--- config.mk ---
export PLATFORM = sky130hd
export DESIGN_NAME = signed_int_to_decimal_ascii
export DESIGN_NICKNAME = d
export VERILOG_FILES = /design/src/design/sida_pkg.sv /design/src/design/signed_int_to_decimal_ascii.sv
export SDC_FILE = /design/constraint.sdc
export NUM_CORES = 1
export LEC_CHECK = 0
export CORE_ASPECT_RATIO = 1.4
export CORE_UTILIZATION = 66
export CTS_CLUSTER_DIAMETER = 120
export DETAILED_ROUTE_END_ITERATION = 12
export DONT_BUFFER_PORTS = 1
export GPL_ROUTABILITY_DRIVEN = 0
export PLACE_DENSITY = 0.82
export SYNTH_ARGS = -nofsm -noshare
export SYNTH_HDL_FRONTEND = slang
export SYNTH_SLANG_ARGS = --single-unit
--- constraint.sdc ---
create_clock -name clk_i -period 5.6 [get_ports clk_i]
set_clock_uncertainty 0.05 [all_clocks]
set_input_delay 0 -clock clk_i [delete_from_list [all_inputs] [get_ports clk_i]]
set_output_delay 0 -clock clk_i [all_outputs]
set_load 0.005 [all_outputs]
--- src/design/sida_pkg.sv ---
// shared constants for the signed integer to decimal text converter
`timescale 1ns / 1ps

package sida_pkg;

  localparam int unsigned DIGIT_BITS = 4;
  localparam int unsigned STAGE_BITS = 4;

  localparam logic [7:0] CH_ZERO  = 8'd48;
  localparam logic [7:0] CH_MINUS = 8'd45;

endpackage

--- src/design/signed_int_to_decimal_ascii.sv ---
// signed integer to decimal ascii text: pipelined double dabble feeding a character serializer
// each value is registered in every pipeline stage, then in the serializer; characters leave one per
// cycle while out_ready_i is high; an item of text length L (1..11 at 32 bits) holds the serializer
// until its last one goes; the conversion pipeline takes a new item every cycle until it backs up
// reset: rst_ni low clears all valid bits and the serializer state, no item is in flight after it
`timescale 1ns / 1ps

module signed_int_to_decimal_ascii #(
  parameter int unsigned VALUE_BITS = 32
) (
  input  logic                  clk_i,
  input  logic                  rst_ni,
  input  logic                  value_valid_i,
  output logic                  value_ready_o,
  input  logic [VALUE_BITS-1:0] value_i,
  output logic                  out_valid_o,
  input  logic                  out_ready_i,
  output logic [7:0]            character_o,
  output logic                  last_char_o
);

  localparam int unsigned SB     = sida_pkg::STAGE_BITS;
  localparam int unsigned DB     = sida_pkg::DIGIT_BITS;
  localparam int unsigned NSTAGE = (VALUE_BITS + SB - 1) / SB;
  localparam int unsigned PAD_W  = NSTAGE * SB;
  localparam int unsigned NDIG   = (VALUE_BITS * 1233) / 4096 + 1;
  localparam int unsigned BCD_W  = NDIG * DB;
  localparam int unsigned POS_W  = $clog2(NDIG);

  // one shift-and-correct step per magnitude bit, msb first
  function automatic logic [BCD_W-1:0] dabble(input logic [BCD_W-1:0] bcd_in,
                                               input logic [SB-1:0]    bits);
    logic [BCD_W-1:0] b;
    b = bcd_in;
    for (int i = SB - 1; i >= 0; i--) begin
      for (int d = 0; d < NDIG; d++) begin
        if (b[d*DB +: DB] >= 4'd5) begin
          b[d*DB +: DB] = b[d*DB +: DB] + 4'd3;
        end
      end
      b = {b[BCD_W-2:0], bits[i]};
    end
    return b;
  endfunction

  logic             vld_q   [0:NSTAGE];
  logic             neg_q   [0:NSTAGE];
  logic [PAD_W-1:0] mag_q   [0:NSTAGE];
  logic [BCD_W-1:0] bcd_q   [0:NSTAGE];
  logic             stg_rdy [0:NSTAGE];

  logic             ser_vld_q;
  logic             ser_minus_q;
  logic [POS_W-1:0] ser_pos_q;
  logic [BCD_W-1:0] ser_bcd_q;
  logic             ser_rdy;
  logic             ser_load;
  logic             out_fire;
  logic [POS_W-1:0] top_pos;
  logic [DB-1:0]    cur_digit;

  logic [VALUE_BITS-1:0] in_mag;

  assign in_mag = value_i[VALUE_BITS-1] ? (~value_i + 1'b1) : value_i;

  // stage ready: empty, or the stage after it takes the item
  always_comb begin
    stg_rdy[NSTAGE] = !vld_q[NSTAGE] || ser_rdy;
    for (int k = NSTAGE - 1; k >= 0; k--) begin
      stg_rdy[k] = !vld_q[k] || stg_rdy[k+1];
    end
  end

  assign value_ready_o = stg_rdy[0];

  // input capture stage: sign and magnitude
  always_ff @(posedge clk_i or negedge rst_ni) begin
    if (!rst_ni) begin
      vld_q[0] <= 1'b0;
    end else if (stg_rdy[0]) begin
      vld_q[0] <= value_valid_i;
    end
  end

  always_ff @(posedge clk_i) begin
    if (stg_rdy[0] && value_valid_i) begin
      neg_q[0] <= value_i[VALUE_BITS-1];
      mag_q[0] <= PAD_W'(in_mag);
      bcd_q[0] <= '0;
    end
  end

  // conversion stages, SB magnitude bits each
  for (genvar k = 1; k <= NSTAGE; k++) begin : g_stage
    always_ff @(posedge clk_i or negedge rst_ni) begin
      if (!rst_ni) begin
        vld_q[k] <= 1'b0;
      end else if (stg_rdy[k]) begin
        vld_q[k] <= vld_q[k-1];
      end
    end

    always_ff @(posedge clk_i) begin
      if (stg_rdy[k] && vld_q[k-1]) begin
        neg_q[k] <= neg_q[k-1];
        mag_q[k] <= mag_q[k-1] << SB;
        bcd_q[k] <= dabble(bcd_q[k-1], mag_q[k-1][PAD_W-1 -: SB]);
      end
    end
  end

  // most significant nonzero digit, or digit zero for a zero value
  always_comb begin
    top_pos = '0;
    for (int d = 1; d < NDIG; d++) begin
      if (bcd_q[NSTAGE][d*DB +: DB] != '0) begin
        top_pos = POS_W'(d);
      end
    end
  end

  assign out_valid_o = ser_vld_q;
  assign last_char_o = !ser_minus_q && (ser_pos_q == '0);
  assign out_fire    = ser_vld_q && out_ready_i;
  assign ser_rdy     = !ser_vld_q || (out_ready_i && last_char_o);
  assign ser_load    = vld_q[NSTAGE] && ser_rdy;

  always_ff @(posedge clk_i or negedge rst_ni) begin
    if (!rst_ni) begin
      ser_vld_q   <= 1'b0;
      ser_minus_q <= 1'b0;
      ser_pos_q   <= '0;
    end else if (ser_load) begin
      ser_vld_q   <= 1'b1;
      ser_minus_q <= neg_q[NSTAGE];
      ser_pos_q   <= top_pos;
    end else if (out_fire) begin
      if (ser_minus_q) begin
        ser_minus_q <= 1'b0;
      end else if (ser_pos_q == '0) begin
        ser_vld_q <= 1'b0;
      end else begin
        ser_pos_q <= ser_pos_q - 1'b1;
      end
    end
  end

  always_ff @(posedge clk_i) begin
    if (ser_load) begin
      ser_bcd_q <= bcd_q[NSTAGE];
    end
  end

  assign cur_digit   = ser_bcd_q[ser_pos_q*DB +: DB];
  assign character_o = ser_minus_q ? sida_pkg::CH_MINUS
                                   : sida_pkg::CH_ZERO + {4'b0000, cur_digit};

endmodule

==> results of run 1 <==
placed cells by master (no fill, tap or decap), types with 14 or more instances in the layout:
master	n
or3_1	39
edfxtp_1	378
o21bai_1	21
a31oi_1	57
o22ai_1	35
ha_1	144
clkbuf_16	40
a2bb2oi_1	17
and2_1	33
nand2_1	316
o211ai_1	49
o31ai_1	27
nor3_1	57
xnor2_1	122
nor3b_1	34
inv_1	196
a21o_1	44
a211o_1	23
nand2b_1	68
or2_2	32
nor2b_1	47
dlygate4sd3_1	60
mux2i_1	89
nor2_1	249
a211oi_1	63
a21oi_1	260
dfrtp_1	15
xor2_1	37
nand3_1	63
a22oi_1	14
o21ai_0	313
mux2_2	54
a21boi_0	17
o21a_1	38
final cells by class:
cell class              instances  share of cell area [%]
multi-input cells            2625                    53.0
flip-flops and latches        393                    36.0
clock buffers                  51                    3.20
well taps                     611                    2.34
inverters                     196                    2.26
repair buffers                 68                    2.03
clock inverters                23                    1.17
diodes                          1                 0.00767
repair_timing:
action / CTS / global route
resized for setup: 0 / 0
hold endpoints to repair: 88 / 0
hold buffers: 60 / 0
registers in the layout, summed over array words and instances (netlist names):
signal	count
vld_q	9
ser_minus_q	1
neg_q	9
ser_pos_q	4
ser_bcd_q	40
mag_q	144
bcd_q	185
out_valid_o	1
layer usage:
| metal | wire length, um | track usage (%) | share of wire, % |
|---|---|---|---|
| met2 | 37400 | 57.8 | 55 |
| met3 | 3010 | 3.36 | 4.4 |
| met1 | 24400 | 28.3 | 36 |
| met4 | 2980 | 14.0 | 4.4 |
| met5 | 0 | 0 | 0 |
worst paths after layout:
kind	startpoint	end	slack (ns)
max in group asynchronous	rst_ni	vld_q[3]	4.45
setup reg to reg	bcd_q[0][40]	bcd_q[0][85]	1.00
setup / recovery	bcd_q[0][40]	bcd_q[0][85]	1.00
hold reg to reg	mag_q[0][84]	mag_q[0][120]	0.36
hold / removal	value_i[0]	mag_q[0][0]	0.09
min in group asynchronous	rst_ni	vld_q[6]	0.51
metrics by stage:
stage	util [%]	hold slack [ns]	instance area, um2
final	72.5	0.0937	32600
after global routing	72.5	0.0812	32600
after CTS	72.5	0.0511	32600
after detailed placement	68.0	-0.345	30600
after global placement	68.0	-0.345	30600
after floorplan	-	-0.346	30100
power by group through the flow:
| stage | registers, W | logic, W | clock network, W |
|---|---|---|---|
| detailed placement | 0.00412 | 0.00539 | 0 |
| finish | 0.00407 | 0.00563 | 0.00294 |
| global route | 0.00410 | 0.00626 | 0.00306 |
| global placement | 0.00409 | 0.00504 | 0 |
| CTS | 0.00406 | 0.00550 | 0.00293 |
| floorplan | 0.00397 | 0.00453 | 0 |
worst max-delay path, stage by stage (launching register included):
cell and delay, ns:
edfxtp_1 0.47, ha_1 0.23, nand2b_1 0.16, a21oi_1 0.34, xnor2_1 0.22, inv_1 0.10, ha_1 0.18, nand2b_1 0.22
a21oi_1 0.49, o211ai_1 0.22, xnor2_1 0.61, inv_1 0.20, ha_1 0.28, a211oi_1 0.22, a21oi_1 0.07, o211ai_1 0.17
o21ai_0 0.10
kinds of logic after synthesis:
kind of cell,after synthesis,share of synthesized area [%]
AOI/OAI and AO/OA,1147,24.6
and+or+nand+nor,1017,16.5
adders and majority gates,148,6.12
other,2,0.0249
muxes,151,5.58
buffers and inverters,289,3.65
DFF,393,39.0
xor gates and xnor gates,159,4.63
==> flow_summary.json, run 1 <==
{
  "nets": 3504,
  "setup_ws_ns": 1.00,
  "post-cts-setup-buffers": 0,
  "io_buffers": 0,
  "synthCells": 3306,
  "yosysTopAreaCell": "edfxtp_1",
  "final_cells": 3968,
  "wl_um": 67900,
  "gr-total-overflow": 0,
  "cp-end-kind": "flop",
  "ys_ff_latch": 393,
  "slew_headroom_pct": 19.4,
  "drive_gt1_share_pct": 6.20,
  "avgSynthCellArea_um2": 9.11,
  "clk_pin_slew_ns": 0.07,
  "place_ws_ns": 1.22,
  "synth.distinct_cells": 82,
  "cts-root-buf": "clkbuf_16",
  "dp_cells": 3833,
  "clock_latency_ns": 0.60,
  "reg2reg_depth": 16,
  "crit_arrival_ns": 4.83,
  "die_h_um": 255,
  "fin_crit_sh_pct": 82.1,
  "initialDrtViolationCount": 2297,
  "htree_num_levels": 2,
  "ys_seq_area_share_pct": 39.0,
  "critPathKind": "flop to flop",
  "initial_utilization_pct": 66.9,
  "grt_pass1_wl_um": 112000,
  "period_minus_slack_ns": 4.60,
  "yosysTopAreaCellShare_pct": 37.7,
  "synth_most_common_cell": "edfxtp_1",
  "syn_area_mm2": 0.0301,
  "nFillCells": 3053,
  "critPathLaunchType": "flop",
  "grt.total_usage_pct": 28.6,
  "status": "completed",
  "synth_common_cells": "edfxtp_1 (378), nand2_1 (316), o21ai_0 (313), a21oi_1 (260), nor2_1 (249)",
  "drc": 0,
  "setup_tns_ns": 0,
  "hold_class": "input port to flop",
  "vias": 25700,
  "cts_tree": "done",
  "ir_drop_mv": 0.400,
  "dr.pass1.iters": 6,
  "clkPwrFrac_pct": 23.2,
  "multiInputGateArea_mm2": 0.0173,
  "combPwrFrac_pct": 44.6,
  "total_power_w": 0.0126,
  "yosysWarningCount": 0,
  "p_sw_share_pct": 38.4,
  "synthToLayoutAreaGrowth_pct": 8.34,
  "p_sw_w": 0.00485,
  "io_pins": 47,
  "seq_area_mm2": 0.0117,
  "cts_inserted_buffers": 40,
  "core-area_mm2": 0.0450,
  "viasPerCell": 6.49,
  "crit_required_ns": 5.83,
  "hold_violations": 0,
  "wl_per_cell_um": 17.1,
  "grt_start_max_net_pins": 43,
  "rows": 92,
  "path_max_fanout": 9,
  "cap_violations": 0,
  "antenna_found_initial": 1,
  "worst_pin_slew_ns": 1.20,
  "dp_hpwl_um": 44900,
  "setup_violations": 0,
  "grt_setup_unrepaired": "no",
  "synth_edf_count": 378,
  "ant_nets": 0,
  "cts.sinks": 393,
  "finalMaxSlewViolations": 0,
  "fmax_mhz": 218,
  "synth_area_leaders": "edfxtp_1 (38%), ha_1 (6.0%), o21ai_0 (5.2%)",
  "holdPathStages": 1,
  "die_area_mm2": 0.0465,
  "async_flop_share_pct": 3.82,
  "clockBufferDepth": 3,
  "grt_pass1_vias": 24600,
  "p_leak_nw": 12.3,
  "ys.flop_type": "edfxtp_1",
  "power.density_mw_per_mm2": 387,
  "die-width_um": 182,
  "power_frac_seq_pct": 32.2,
  "intPower_w": 0.00778
}
(Power assumes the default switching activity.)
==> run 2, diff against run 1 <==
Clock period 5.6 ns to 4.7 ns, I/O delays scaled along.
==> flow_summary.json, run 2 (same netlist as run 1, synthesis figures left out) <==
{
  "clockBufferDepth": 3,
  "hold_violations": 0,
  "place_ws_ns": 0.296,
  "io_buffers": 0,
  "grt_pass1_vias": 24900,
  "initial_utilization_pct": 66.9,
  "wl_per_cell_um": 17.0,
  "fin_crit_sh_pct": 93.1,
  "slew_headroom_pct": 22.2,
  "final_common_cell": "edfxtp_1",
  "grt_setup_unrepaired": "no",
  "p_leak_nw": 12.3,
  "nets": 3510,
  "io_pins": 47,
  "cts_inserted_buffers": 41,
  "viasPerCell": 6.52,
  "clk_pin_slew_ns": 0.07,
  "crit_family": "compound AO/OA/AOI/OAI gates",
  "cp-end-kind": "flop",
  "gr-total-overflow": 0,
  "gr-max-usage-layer": "met2",
  "crit_arrival_ns": 4.61,
  "period_minus_slack_ns": 4.38,
  "cts-root-buf": "clkbuf_16",
  "cap_violations": 0,
  "worst_path_largest_cell_delay_ns": 0.58,
  "rows": 92,
  "die_h_um": 255,
  "top_register": "bcd_q",
  "core-area_mm2": 0.0450,
  "die_area_mm2": 0.0465,
  "setup_tns_ns": 0,
  "most-common-layout-cells": "edfxtp_1 (378), nand2_1 (316), o21ai_0 (313)",
  "grt_start_max_net_pins": 43,
  "vias": 25900,
  "cts.sinks": 393,
  "status": "completed",
  "worst_pin_slew_ns": 1.16,
  "grt.total_usage_pct": 28.5,
  "ant_nets": 0,
  "cts_tree": "done",
  "dp_hpwl_um": 45600,
  "clock_latency_ns": 0.59,
  "placed_area_mm2": 0.0306,
  "ir_drop_mv": 0.386,
  "power.density_mw_per_mm2": 460,
  "antenna_found_initial": 0,
  "drive_gt1_share_pct": 6.54,
  "finalMaxSlewViolations": 0,
  "initialDrtViolationCount": 1991,
  "grt_pass1_wl_um": 111000,
  "reg.largest.list": "bcd_q x185, mag_q x144, ser_bcd_q x40",
  "wl_um": 67400,
  "critPathKind": "flop to flop",
  "use_met1_pct": 27.7,
  "use_met2_pct": 58.5,
  "path_cells": "ha_1 -> nand2b_1 -> a21oi_1 -> xnor2_1 -> inv_1 -> ha_1 -> nand2b_1 -> a21oi_1 -> o211ai_1 -> xnor2_1 -> inv_1 -> ha_1 -> a211oi_1 -> a21oi_1 -> o211ai_1 -> o21ai_0",
  "grt_util_met3_pct": 3.04,
  "crit_slowest_cell": "xnor2_1",
  "drc": 0,
  "hold_class": "input port to flop",
  "diodes": 0,
  "dr.pass1.iters": 7,
  "die-width_um": 182,
  "htree_num_levels": 2,
  "critPathLaunchType": "flop",
  "crit_required_ns": 4.93,
  "setup_violations": 0,
  "post-cts-setup-buffers": 0,
  "stdcell_area_mm2": 0.0327,
  "cp.buffers_inverters": 2,
  "largest_register_ffs": 185,
  "path_max_fanout": 9,
  "fmax_mhz": 228,
  "synthToLayoutAreaGrowth_pct": 8.53,
  "setup_ws_ns": 0.323
}
[run 2: cell types whose count changed in the layout (fill, tap and decap cells not counted), sizes merged]
cell	change
diode	-1
bufinv	-2
inv	+1
clkbuf	-7
clkinvlp	+2
buf	+6
clkinv	+8
dlygate4sd3	-1
[run 2: report_power, final]
group | internal, W | switching (W)
registers | 0.00455 | 0.000270
clock network | 0.00193 | 0.00154
logic | 0.00274 | 0.00401
total | 0.00922 | 0.00582
[run 2: path summary, 6_finish.rpt]
| kind | startpoint | endpoint | slack [ns] | cells after the start |
|---|---|---|---|---|
| max in group asynchronous | rst_ni | ser_pos_q[1] | 3.49 | 2 |
| hold reg to reg | mag_q[0][151] | mag_q[0][187] | 0.36 | 0 |
| min in group asynchronous | rst_ni | vld_q[8] | 0.54 | 2 |
| hold / removal | value_valid_i | vld_q[8] | 0.08 | 2 |
| setup reg to reg | bcd_q[0][40] | bcd_q[0][85] | 0.32 | 16 |
| setup / recovery | bcd_q[0][40] | bcd_q[0][85] | 0.32 | 16 |
[run 2: area by class of cell]
type                    count  area (um2)
fillers                  3147       12300
inverters                 196         736
clock buffers              44        1040
clock inverters            32         400
well taps                 611         764
repair buffers             73         696
multi-input cells        2625       17300
flip-flops and latches    393       11700
[run 2: what timing repair did]
action | in CTS | in global routing
endpoints found under the hold margin | 88 | 0
hold buffers | 59 | 0
setup endpoints to repair | 0 | 4
resized for setup | 0 | 2
[run 2: routing by layer]
| metal | part of all wire [%] | wire length [um] | vias to the layer above |
|---|---|---|---|
| met5 | 0 | 0 | - |
| met4 | 4.1 | 2740 | 0 |
| li1 | - | - | 12500 |
| met2 | 56 | 37500 | 916 |
| met1 | 36 | 24400 | 12300 |
| met3 | 4.2 | 2840 | 231 |
[run 2: through the flow]
step           total power, W  util, %  instances  hold WS, ns
3_5_place_dp           0.0114     68.1       3839       -0.345
4_1_cts                0.0149     72.6       3974       0.0438
3_3_place_gp           0.0109     68.1       3839       -0.345
2_1_floorplan          0.0101        -       3307       -0.346
5_1_grt                0.0160     72.6       3974       0.0867
6_report               0.0150     72.6       3974       0.0789
